--- config.mk ---
export PLATFORM = sky130hd
export DESIGN_NAME = sgsa_front
export DESIGN_NICKNAME = d
export VERILOG_FILES = /design/src/design/sgsa_pkg.sv /design/src/design/sgsa_front.sv
export SDC_FILE = /design/constraint.sdc
export NUM_CORES = 1
export LEC_CHECK = 0
export ABC_CLOCK_PERIOD_IN_PS = 1800
export BUFFER_PORTS_ARGS = -buffer_cell sky130_fd_sc_hd__buf_2
export CAP_MARGIN = 5
export CORE_MARGIN = 4
export CORE_UTILIZATION = 34
export DETAILED_ROUTE_END_ITERATION = 8
export PLACE_DENSITY = 0.85
export SETUP_SLACK_MARGIN = 0.02
export SLEW_MARGIN = 20
export SYNTH_ARGS = -nofsm -noshare
export SYNTH_HDL_FRONTEND = slang
export SYNTH_SLANG_ARGS = --single-unit
export TNS_END_PERCENT = 5
--- constraint.sdc ---
create_clock -name vclk -period 1.8
set_input_delay 0.36 -clock vclk [all_inputs]
set_output_delay 0.36 -clock vclk [all_outputs]
set_load 0.05 [all_outputs]
--- src/design/sgsa_pkg.sv ---
// Shared types, constants and helpers for the sparse grid slot allocator.
`timescale 1ns / 1ps
package sgsa_pkg;

    // Default geometry
    localparam int CELLS_PER_SIDE_DEF = 128;
    localparam int SLOT_COUNT_DEF     = 512;
    localparam int COORD_OFFSET_DEF   = 512;

    // Fixed field widths
    localparam int COORD_W    = 16;
    localparam int SUM_W      = COORD_W + 2;
    localparam int BYTE_W     = 8;
    localparam int OUT_W      = 9;
    localparam int SLOT_BYTES = 64;
    localparam int SUB_W      = $clog2(SLOT_BYTES);
    localparam int CNT_W      = $clog2(SLOT_BYTES) + 1;
    localparam int CELL_MAX_W = 20;
    localparam int SCAN_W     = 16;
    localparam int SCAN_IDX_W = $clog2(SCAN_W);

    localparam logic [BYTE_W-1:0] BYTE_FREE = 8'hff;

    typedef enum logic {
        OP_WRITE = 1'b0,
        OP_ERASE = 1'b1
    } op_e;

    // Classified request handed from front to back
    typedef struct packed {
        op_e                   op;
        logic                  hit;
        logic [CELL_MAX_W-1:0] cell_addr;
        logic [SUB_W-1:0]      sub;
        logic [BYTE_W-1:0]     val;
    } cmd_t;

    // Result of one request
    typedef struct packed {
        logic             ok;
        logic [OUT_W-1:0] slot_used;
        logic [OUT_W-1:0] high_water;
    } res_t;

    // Back-end status seen by the front
    typedef struct packed {
        logic clearing;
    } back_status_t;

    function automatic logic [OUT_W-1:0] to_out(input logic [31:0] v);
        return v[OUT_W-1:0];
    endfunction

endpackage

--- src/design/sgsa_front.sv ---
// Front end: accepts requests and classifies coordinates into cell and byte.
`timescale 1ns / 1ps
module sgsa_front
    import sgsa_pkg::*;
#(
    parameter int CELLS_PER_SIDE = CELLS_PER_SIDE_DEF,
    parameter int COORD_OFFSET   = COORD_OFFSET_DEF
)
(
    input  logic                      push,
    output logic                      full,
    input  logic                      op,
    input  logic signed [COORD_W-1:0] coord_x,
    input  logic signed [COORD_W-1:0] coord_y,
    input  logic [BYTE_W-1:0]         byte_value,
    input  back_status_t              status,
    input  logic                      q_full,
    output logic                      q_push,
    output cmd_t                      q_cmd
);

    localparam int CW     = $clog2(CELLS_PER_SIDE);
    localparam int DIV_W  = SUM_W - 3;

    logic signed [SUM_W-1:0] sum_x;
    logic signed [SUM_W-1:0] sum_y;
    logic                    in_x;
    logic                    in_y;
    logic [DIV_W-1:0]        col;
    logic [DIV_W-1:0]        row;

    // Offset the coordinates
    assign sum_x = SUM_W'(coord_x) + $signed(SUM_W'(COORD_OFFSET));
    assign sum_y = SUM_W'(coord_y) + $signed(SUM_W'(COORD_OFFSET));

    // Truncating divide by eight: sums of -7..-1 fold into cell zero
    always_comb
    begin
        if (sum_x < 0)
        begin
            in_x = (sum_x[SUM_W-1:3] == '1) && (sum_x[2:0] != 3'd0);
            col  = '0;
        end
        else
        begin
            col  = sum_x[SUM_W-1:3];
            in_x = (col < DIV_W'(CELLS_PER_SIDE));
        end
        if (sum_y < 0)
        begin
            in_y = (sum_y[SUM_W-1:3] == '1) && (sum_y[2:0] != 3'd0);
            row  = '0;
        end
        else
        begin
            row  = sum_y[SUM_W-1:3];
            in_y = (row < DIV_W'(CELLS_PER_SIDE));
        end
    end

    // Build request for the back end
    always_comb
    begin
        q_cmd.op        = op_e'(op);
        q_cmd.hit       = in_x && in_y;
        q_cmd.cell_addr = (CELL_MAX_W'(col[CW-1:0]) << CW) | CELL_MAX_W'(row[CW-1:0]);
        q_cmd.sub       = {coord_y[2:0], coord_x[2:0]};
        q_cmd.val       = byte_value;
    end

    // Hold off requests while the queue is full or the stores are being cleared
    assign full   = q_full || status.clearing;
    assign q_push = push && !full;

endmodule

==> out/qor.csv <==
metric;value;unit
setup_violations;2;
routed-via-count;795;
violations;setup timing;
clock_buffers;0;
status;complete, but fails checks;
synth.area.mux_share;0;%
grt_start_max_net_pins;7;
die-area;2660;sq um
final_antenna_net_count;0;
fin_crit;2010;ps
io_buffers;58;
viasPerCell;4.79;
synthCells;91;
dr.pass1.iters;4;
syn_area;647;sq um
hold_class;input pin to output pin;
cp-startpoint;coord_y[10];
min_period_over_period;112;%
synthAdderAreaFrac;7.74;%
synth_cell_types;32;
track_usage;14.6;%
setup_slack;-213;ps
grt_pass1_wl;3150;microns
diodes;0;
multi_input_area;563;sq um
place_hpwl;1780;microns
drv_cap;0;
core;1760;sq um
ir_worst_vdd;162;uV
grt_overflow;0;
finalHoldViolations;0;
synth_compound_area_share;13.5;%
yosysWarnings;0;
end_kind;output pin;
die_y;51.6;microns
clock.fmax;0.497;GHz
total_leakage_power;0.507;nW
power_density;311;nW/um^2
worstSetupStartpointType;input pin;
ff_latch_area;0;sq um
syn_area_per_cell;7.11;sq um
rsz0062_at_grt;true;
drive_gt1_share;58.2;%
critPathMaxFanout;5;
die_w;51.6;microns
rows;15;
flops_and_latches;0;
dp_slack;-388;ps
synth_top_family_by_area;simple AND/OR/NAND/NOR gates;
nNetsFinal;191;
cp.required;1440;ps
ys_seq_area_share;0;%
maxSlewViolCount;0;
synth-simple-area-share;40.0;%
routed_wl;2290;microns
drtIter0Drc;10;
synth_xor_area_share;12.0;%
wl_per_cell;13.8;microns
initial_core_util;36.7;%
fillers;172;
antenna_found_initial;0;
critPathKind;input pin to output pin;
fin_util;58.7;%
syn_to_final_growth;60.0;%
grt_pass1_vias;733;
min-delay-start;op;
arrival;1650;ps
ios;82;
gp_congestion;0.740;
drc_errors;0;
metrics by stage:
step | hold slack, ps | std cells | setup TNS, ps | instance area [sq um] | total power, mW
after floorplan | 887 | 96 | -1120 | 686 | 0.259
after global placement | 721 | 166 | -1170 | 910 | 0.282
after detailed placement | 721 | 166 | -1570 | 910 | 0.288
after CTS | 721 | 166 | -210 | 982 | 0.305
after global routing | 720 | 166 | -447 | 1030 | 0.339
final | 720 | 166 | -223 | 1030 | 0.322
path summary, 6_finish.rpt:
path,end,slack [ps],cells past startpoint
min,q_cmd[35],720,0
max,q_cmd[34],-210,8
cell type report:
cell class                      count  area share [%]
Multi-Input combinational cell     72            54.4
Timing Repair Buffer               66            41.5
Tap cell                           25            3.02
Inverter                            3            1.09
cells by family after synthesis:
group | count (synthesis)
xor+xnor | 8
compound gates | 11
fa+ha+maj | 4
simple gates | 43
buf+inv | 24
other cells | 1
synthesized netlist by cell type (all sizes together):
cell | n | area share (%)
o21ai | 1 | 0.77
nor4b | 1 | 1.4
inv | 3 | 1.7
xnor2 | 5 | 6.8
a311o | 1 | 1.5
nor3 | 4 | 3.1
a31o | 1 | 1.4
nor4 | 2 | 1.9
a22oi | 1 | 1.2
a21boi | 1 | 1.2
nand2 | 4 | 2.7
conb | 1 | 0.58
and2 | 7 | 7.2
nand4 | 5 | 4.8
ha | 4 | 7.7
xor2 | 3 | 5.2
nor2b | 7 | 6.8
a311oi | 1 | 1.4
or2 | 1 | 0.97
nand3 | 3 | 2.3
a31oi | 1 | 0.97
o211ai | 2 | 2.3
nor2 | 5 | 2.9
o32ai | 1 | 1.4
and4b | 1 | 1.5
o21ba | 1 | 1.5
and3 | 3 | 4.4
buf | 21 | 24
layout by cell type, fill, tap and decap left out, types with 2 or more instances in the layout:
cell type	instances
nand2_1	2
o211ai_1	2
buf_4	12
and3_4	2
xnor2_1	5
buf_2	43
nand3_1	3
conb_1	6
ha_1	2
xor2_1	2
buf_6	11
nor4_1	2
nand4_1	5
and2_1	5
nor2_1	5
and2_4	2
nand2_2	2
nor3_1	4
inv_1	3
nor2b_1	6
worst max-delay path: stages:
cell and delay [ps]:
buf_4 110, ha_4 160, nand2_2 100, o21ba_1 200, o32ai_2 210, o211ai_1 140
a22oi_2 190, buf_6 180
timing repair:
action,in CTS,in global routing
hold buffers,0,0
setup endpoints to repair,13,13
setup buffers,0,0
gates resized for setup,22,13
cloned,0,0
pin swaps,4,0
metal layers:
metal	track usage [%]	routed length (microns)
met1	14.8	780
met5	0	0
met2	30.5	1190
met4	2.62	49
met3	2.58	264
power by group:
group / internal, mW / switching [mW] / total, mW
Sequential: 0 / 0 / 0
Clock: 0 / 0 / 0
Combinational: 0.115 / 0.206 / 0.322
Power figures use the tool's default switching activity.
