### src/design/sgsa_pkg.sv
// Shared types, constants and helpers for the sparse grid slot allocator.
`timescale 1ns / 1ps
package sgsa_pkg;

    // Default geometry
    localparam int CELLS_PER_SIDE_DEF = 128;
    localparam int SLOT_COUNT_DEF     = 512;
    localparam int COORD_OFFSET_DEF   = 512;

    // Fixed field widths
    localparam int COORD_W    = 16;
    localparam int SUM_W      = COORD_W + 2;
    localparam int BYTE_W     = 8;
    localparam int OUT_W      = 9;
    localparam int SLOT_BYTES = 64;
    localparam int SUB_W      = $clog2(SLOT_BYTES);
    localparam int CNT_W      = $clog2(SLOT_BYTES) + 1;
    localparam int CELL_MAX_W = 20;
    localparam int SCAN_W     = 16;
    localparam int SCAN_IDX_W = $clog2(SCAN_W);

    localparam logic [BYTE_W-1:0] BYTE_FREE = 8'hff;

    typedef enum logic {
        OP_WRITE = 1'b0,
        OP_ERASE = 1'b1
    } op_e;

    // Classified request handed from front to back
    typedef struct packed {
        op_e                   op;
        logic                  hit;
        logic [CELL_MAX_W-1:0] cell_addr;
        logic [SUB_W-1:0]      sub;
        logic [BYTE_W-1:0]     val;
    } cmd_t;

    // Result of one request
    typedef struct packed {
        logic             ok;
        logic [OUT_W-1:0] slot_used;
        logic [OUT_W-1:0] high_water;
    } res_t;

    // Back-end status seen by the front
    typedef struct packed {
        logic clearing;
    } back_status_t;

    function automatic logic [OUT_W-1:0] to_out(input logic [31:0] v);
        return v[OUT_W-1:0];
    endfunction

endpackage

### src/design/sgsa_fifo.sv
// Two-entry queue used between front, back and result ports.
`timescale 1ns / 1ps
module sgsa_fifo
    import sgsa_pkg::*;
#(
    parameter int WIDTH = 8
)
(
    input  logic             clk,
    input  logic             rst_n,
    input  logic             push,
    input  logic [WIDTH-1:0] wdata,
    output logic             full,
    input  logic             pop,
    output logic [WIDTH-1:0] rdata,
    output logic             empty
);

    logic [WIDTH-1:0] mem_reg [2];
    logic             wr_ptr_reg;
    logic             rd_ptr_reg;
    logic [1:0]       count_reg;
    logic             do_push;
    logic             do_pop;

    assign full    = (count_reg == 2'd2);
    assign empty   = (count_reg == 2'd0);
    assign do_push = push && !full;
    assign do_pop  = pop && !empty;
    assign rdata   = mem_reg[rd_ptr_reg];

    // Store entry
    always_ff @(posedge clk)
    begin
        if (do_push)
        begin
            mem_reg[wr_ptr_reg] <= wdata;
        end
    end

    // Advance pointers and count
    always_ff @(posedge clk or negedge rst_n)
    begin
        if (!rst_n)
        begin
            wr_ptr_reg <= 1'b0;
            rd_ptr_reg <= 1'b0;
            count_reg  <= 2'd0;
        end
        else
        begin
            if (do_push)
            begin
                wr_ptr_reg <= !wr_ptr_reg;
            end
            if (do_pop)
            begin
                rd_ptr_reg <= !rd_ptr_reg;
            end
            case ({do_push, do_pop})
                2'b10:   count_reg <= count_reg + 2'd1;
                2'b01:   count_reg <= count_reg - 2'd1;
                default: count_reg <= count_reg;
            endcase
        end
    end

endmodule

### config.mk
export PLATFORM = sky130hd
export DESIGN_NAME = sgsa_fifo
export DESIGN_NICKNAME = d
export VERILOG_FILES = /design/src/design/sgsa_pkg.sv /design/src/design/sgsa_fifo.sv
export SDC_FILE = /design/constraint.sdc
export NUM_CORES = 1
export LEC_CHECK = 0
export ABC_AREA = 1
export BUFFER_PORTS_ARGS = -buffer_cell sky130_fd_sc_hd__buf_2
export CORE_MARGIN = 10
export CORE_UTILIZATION = 49
export CTS_CLUSTER_SIZE = 16
export DETAILED_ROUTE_END_ITERATION = 8
export HOLD_SLACK_MARGIN = 0.05
export PLACE_DENSITY = 0.84
export SETUP_SLACK_MARGIN = 0.5
export SLEW_MARGIN = 25
export SYNTH_ARGS = -nofsm -noshare
export SYNTH_HDL_FRONTEND = slang
export SYNTH_SLANG_ARGS = --single-unit
### constraint.sdc
create_clock -name clk -period 1.85 [get_ports clk]
set_clock_uncertainty 0.05 [all_clocks]
set_input_delay 0.0925 -clock clk [delete_from_list [all_inputs] [get_ports clk]]
set_output_delay 0.0925 -clock clk [all_outputs]
set_load 0.005 [all_outputs]
==> results of run 1 <==
## how the worst max path moves through the flow
| stage | start | endpoint | slack, ns |
|---|---|---|---|
| 3_3_place_gp | count_reg[0] | count_reg[1] | 0.46 |
| 4_1_cts | count_reg[1] | mem_reg[1][2] | 0.48 |
| 6_report | count_reg[0] | count_reg[1] | 0.52 |
| 2_1_floorplan | count_reg[0] | count_reg[1] | 0.50 |
| 5_1_grt | count_reg[1] | count_reg[1] | 0.43 |
| 3_5_place_dp | count_reg[0] | count_reg[1] | 0.41 |
## worst max-delay path, delay by kind of cell, from the launching register on
kind	cells	cell delay (ns)
DFF	1	0.46
adders and majority gates	1	0.25
buffers and inverters	1	0.05
and+or+nand+nor	3	0.17
AOI/OAI and AO/OA	1	0.25
## power by group through the flow
stage / logic, mW / clock network [mW] / registers, mW
floorplan: 0.366 / 0 / 0.676
finish: 0.663 / 0.202 / 0.699
global placement: 0.510 / 0 / 0.712
CTS: 0.603 / 0.212 / 0.713
detailed placement: 0.533 / 0 / 0.719
global route: 0.748 / 0.231 / 0.713
## cells by family after synthesis
| family | after synthesis |
|---|---|
| flops | 20 |
| compound gates | 1 |
| fa+ha+maj | 1 |
| xor+xnor | 1 |
| buf+inv | 11 |
| simple gates | 40 |
## final cells by class
| cell class | instances | area, sq um | share of cell area (%) |
|---|---|---|---|
| sequential | 20 | 583 | 51.8 |
| timing repair buffer | 35 | 235 | 20.9 |
| multi-input combinational | 43 | 221 | 19.7 |
| inverter | 10 | 40.0 | 3.56 |
| clock buffer | 3 | 22.5 | 2.00 |
| tap | 16 | 20.0 | 1.78 |
| clock inverter | 1 | 3.75 | 0.333 |
## metal layers
metal | track usage, % | part of all wire (%) | wire (microns)
met1 | 10.1 | 41 | 681
met2 | 17.9 | 53 | 885
met3 | 2.51 | 5.8 | 97
met4 | 4.70 | 0.54 | 9
met5 | 0 | 0 | 0
## placed cells by master, fill, tap and decap left out
cell type      Yosys  routed
buf_2              1      22
buf_4              0       2
clkbuf_4           0       3
clkinv_1           0       1
dfrtp_1            4       2
dfrtp_2            0       2
dlygate4sd3_1      0      11
edfxtp_1          16      16
ha_4               0       1
inv_1              7       3
inv_2              3       6
inv_4              0       1
nand2_1           32      32
nand2_2            2       2
nand3_1            3       3
nand4_1            1       1
nor2_2             1       1
nor2_4             0       1
o21ai_4            0       1
xnor2_1            1       1
## through the flow
| stage | setup WS [ns] | hold slack [ns] | utilization (%) | std cells |
|---|---|---|---|---|
| 2_1_floorplan | 0.500 | -0.253 | - | 74 |
| 3_3_place_gp | 0.456 | -0.145 | 61.0 | 110 |
| 3_5_place_dp | 0.409 | -0.150 | 61.0 | 110 |
| 4_1_cts | 0.477 | 0.0712 | 71.4 | 126 |
| 5_1_grt | 0.433 | 0.0756 | 73.1 | 128 |
| 6_report | 0.522 | 0.0849 | 73.1 | 128 |
## timing repair
| item | CTS | global route |
|---|---|---|
| setup buffers | 1 | 2 |
| pin swaps | 0 | 3 |
| endpoints found under the hold margin | 22 | 0 |
| endpoints found under the setup margin | 18 | 25 |
| gates resized for setup | 5 | 6 |
| hold buffers | 11 | 0 |
==> results.md, run 1 <==
* Total gr overflow at 0
* Synth Area in Simple Gates at 20.1%
* Fraction of the mapped netlist area in adder cells at 1.53%
* Hold Path Class: in2async
* Cell area after synthesis at 817 sq um
* Worst-path cell chain: o21ai_4 -> ha_4 -> inv_2 -> nand3_1 -> nand2_1 -> nand2_1
* Final Hold Fails at 0
* Final Slew Violations at 0
* Switching Fraction at 36.8%
* Fin crit period at 1.33 ns
* EDFF count, synth at 16
* Mapped Nets at 87
* Post-synth ARST share at 20.0%
* Post-Synth XOR/XNOR Area at 1.07%
* Post-Syn Instances at 74
* Crit Path Max Fanout at 4
* Routed length per instance at 13.1 microns
* GPL Wtd Cong at 0.770
* Max-slew headroom at 82.7%
* Seq/Total Area, Yosys at 71.1%
* Synth Area in Compound Gates at 1.07%
* CP max stage cell: dfrtp_2
* First-pass GRT wire length at 2740 microns
* Root Driver: clkbuf_4
* Worst skew pair latency at 0.29 ns
* Logic pwr share at 42.4%
* Drt initial violations at 8
* Fmax at 753 MHz
* Pwr Total at 1.56 mW
* Pwr dens at 1390 mW/mm^2
* Tightest Pin Transition at 0.259 ns
* Ports at 22
* Die ar. at 0.00370 sq mm
* Max-cap violations at 0
* Row count at 14
* Outcome: complete, no violations
* VDD IR max at 0.942 mV
* Num CTS Buffers at 3
* Final setup viols at 0
* Synth area leader: edfxtp_1
* Sequential share of power at 44.7%
* Crit share post-route at 71.8%
* Core ar. at 0.00154 sq mm
* Reg2reg start: count_reg[0]
* Antenna Cells at 0
* Crit Path Category: reg2reg
* Max reg flops at 16
* Net switching power at 0.576 mW
* Filler cells at 108
* Yosys top cell area share at 58.8%
* Most frequent cells after synthesis: 32 x nand2_1, 16 x edfxtp_1, 7 x inv_1, 4 x dfrtp_1
* Number of synthesized register bits at 20
* Post-route ant nets at 0
* Synth unique cells at 14
* Mapped Avg Cell Area at 11.0 sq um
* Clock slew at reported path FFs at 0.10 ns
* DRC viols at 0
* Crit-path max cell delay at 0.46 ns
* Mux cell area share after synthesis at 0%
* CP required at 1.99 ns
* Int Power at 0.988 mW
* H-tree Lvls at 1
* Ys Warns at 0
* Total GRT Usage at 9.80%
* Nets@finish at 126
* DR vias/cell at 4.74
* Main combinational cell family by area after synthesis: simple AND/OR/NAND/NOR gates
* CTS tree: built
* Number of global-route vias before repair at 639
* Total number of vias at 607
* Critical path capture point type: flip-flop
* Most used DFF post-synth: edfxtp_1
* Clock power frac at 12.9%
* Most used cell, CP: nand2_1
* Count leader, synth: nand2_1
* Synth-to-layout area growth at 37.8%
* Layout cells sized above 1 at 37.5%
* Router iterations before antenna repair at 4
* DIE HEIGHT at 60.8 microns
* Reg-to-reg endpoint: count_reg[1]
* CP Data Arrival Time at 1.47 ns
* Initial antenna violation count at 0
* Dpl cell area at 940 sq um
* Synth area leaders: edfxtp_1 59%, nand2_1 15%, dfrtp_1 12%, inv_1 3.2%, nand3_1 1.8%
* Design area at 0.00113 sq mm
* R2R depth at 6
* Final wirelength at 1670 microns
* Port Buf Inserts at 21
* # clock sinks at 20
* DP HPWL at 1170 microns
* Setup TNS at 0 ns
* Startpoint Class: flip-flop
* Pin count of the biggest net entering global routing at 12
* RSZ-0062 raised after global routing: yes
* Initial core utilization at 53.0%
* Die X at 60.8 microns
* Worst R2R Setup Slack at 0.52 ns
* CTS max path bufs at 2
* Leak pwr at 0.526 nW
No activity file was read; power rests on OpenSTA's default activity.
==> run 2: changes to the inputs <==
Settings changed: CORE_UTILIZATION 49 to 44, PLACE_DENSITY 0.84 to 0.8.
Clock period 1.85 ns to 1.1 ns, I/O delays scaled along.
==> run 2 against run 1 <==
  * The run now ends with hold timing, setup timing left
  * Critical path type unchanged
  * Global-route usage down 1.6 points
  * Clock-buffer cell count did not move
  * Sequential share of layout area decreased by 2.7 points
==> results.md, run 2 (synthesis results as in run 1) <==
* Pin count of the biggest net entering global routing at 12 (unchanged)
* Leak pwr at 0.547 nW (+4.2%)
* Most used cell, CP: buf_6
* Initial core utilization at 46.8% (-6.2 points)
* Commonest non-fill, non-tap cell in the layout: nand2_1
* Startpoint Class: flip-flop
* CP delay by family, top: flip-flops
* CP Data Arrival Time at 1.27 ns (-0.20 ns)
* Fin crit period at 1.29 ns (-0.0332 ns)
* CP required at 1.08 ns (-0.91 ns)
* Routed length per instance at 12.4 microns (-5.4%)
* Final Slew Violations at 0 (unchanged)
* Total gr overflow at 0 (unchanged)
* Final wirelength at 1710 microns (+2.0%)
* Core Util, Final at 68.1% (-5.0 points)
* Number of global-route vias before repair at 611 (-4.4%)
* Port Buf Inserts at 21 (unchanged)
* Nets@finish at 127 (+0.79%)
* Crit-path max cell delay at 0.41 ns (-0.05 ns)
* CTS max path bufs at 2 (unchanged)
* Hold Path Class: in2reg
* Root Driver: clkbuf_4
* R2R depth at 5 (-1)
* Core ar. at 0.00175 sq mm (+13%)
* Filler cells at 140 (+30%)
* Antenna Cells at 0 (unchanged)
* Worst-path cell chain: inv_2 -> o21ai_4 -> buf_6 -> nor2_4 -> buf_6
* WP buf/inv at 3 (+2)
* Die X at 63.1 microns (+3.7%)
* CP max stage cell: dfrtp_1
* DIE HEIGHT at 63.1 microns (+3.7%)
* Max-slew headroom at 88.6% (+5.9 points)
* Row count at 15 (+1)
* Drt initial violations at 22 (+14)
* Synth-to-layout area growth at 45.5%
* Total GRT Usage at 8.15% (-1.6 points)
* Final setup viols at 28 (+28)
* Critical path capture point type: flip-flop
* Design area at 0.00119 sq mm (+5.6%)
* Dpl cell area at 0.00103 sq mm (+10%)
* Ports at 22 (unchanged)
* Router iterations before antenna repair at 4 (unchanged)
* Fmax at 772 MHz (+2.6%)
* RSZ-0062 raised after global routing: yes
* DP HPWL at 1240 microns (+6.0%)
* Worst skew pair latency at 0.29 ns (about the same)
* Outcome: finished with violations
* Tightest Pin Transition at 0.171 ns (-0.0886 ns)
* Initial antenna violation count at 0 (unchanged)
* Layout cells sized above 1 at 55.8% (+18 points)
* VDD IR max at 1.62 mV (+72%)
* Crit Path Max Fanout at 4 (unchanged)
* Clock slew at reported path FFs at 0.11 ns (about the same)
* Die ar. at 0.00398 sq mm (+7.6%)
* Violated checks: hold timing, setup timing
* GPL Wtd Cong at 0.783 (+1.6%)
* # clock sinks at 20 (unchanged)
* Max reg flops at 16 (unchanged)
* Most frequent cells in the layout: 25 x nand2_1, 21 x buf_2, 16 x edfxtp_1, 9 x nand2_2, 9 x buf_4
* Crit share post-route at 118% (+46 points)
* DR vias/cell at 4.58 (-3.4%)
* H-tree Lvls at 1 (unchanged)
* Hold depth at 1
* Crit Path Category: reg2reg
* Post-route ant nets at 0 (unchanged)
* Max-cap violations at 0 (unchanged)
* Pwr dens at 2550 mW/mm^2 (+84%)
* First-pass GRT wire length at 2590 microns (-5.3%)
* Hold Buf Count CTS at 1 (-10)
* Worst path depth at 5 (-1)
* Fin Hold WS at -0.108 ns (-0.193 ns)
* DRC viols at 0 (unchanged)
* Pre-CTS setup slack at -0.207 ns (-0.616 ns)
* Num CTS Buffers at 3 (unchanged)
* Final setup margin at -0.195 ns (-0.717 ns)
* Total number of vias at 632 (+4.1%)
* Final Hold Fails at 17 (+17)
* CTS tree: built
* Setup TNS at -4.20 ns (-4.20 ns)
[run 2: cell types whose count changed in the layout (fill, tap and decap cells not counted), sizes merged]
cell and delta:
buf +11, dlygate4sd3 -10, clkinv +1, inv -1
[run 2: repair_timing]
item,CTS,global route
pin swaps,3,6
endpoints found under the hold margin,22,18
gates resized for setup,9,13
buffers inserted,2,5
endpoints found under the setup margin,30,30
gates cloned,0,0
[run 2: layer usage]
layer / track usage (%) / routed length [microns] / vias up
met3: 3.18 / 105 / 6
met2: 13.8 / 892 / 20
li1: - / - / 317
met4: 4.19 / 38 / 0
met5: 0 / 0 / -
met1: 8.50 / 670 / 289
[run 2: worst register-to-register path: cells and delay by family, from the launching register on]
family	cells	cell delay, ns
AO/OA/AOI/OAI	1	0.09
buffers and inverters	3	0.37
flip-flops	1	0.41
AND/OR/NAND/NOR	1	0.12
[run 2: final cells by class]
cell class	instances	area [sq um]	share of cell area, %
Sequential cell	20	583	49.1
Multi-Input combinational cell	43	262	22.0
Timing Repair Buffer	36	239	20.1
Inverter	10	47.5	4.00
Tap cell	25	31.3	2.63
Clock buffer	3	22.5	1.89
Clock inverter	1	3.75	0.316
[run 2: worst paths after layout]
check / from / endpoint / slack [ns]
min: wdata[7] / mem_reg[1][7] / -0.11
max in group asynchronous: rst_n / rd_ptr_reg / 0.81
min in group asynchronous: rst_n / count_reg[0] / 0.06
min reg2reg: wr_ptr_reg / wr_ptr_reg / 0.43
max reg2reg: count_reg[1] / mem_reg[1][0] / -0.19
max: count_reg[1] / mem_reg[1][0] / -0.19
[run 2: stage by stage]
stage,power [mW],std cells
after floorplan,1.88,74
after global placement,2.31,126
after detailed placement,2.37,126
after CTS,2.86,133
after global routing,3.25,138
final,3.03,138
[run 2: power breakdown]
group	internal, mW	switching, mW	total [mW]
clock	0.132	0.210	0.342
sequential	1.06	0.131	1.19
combinational	0.741	0.759	1.50
total	1.93	1.10	3.03
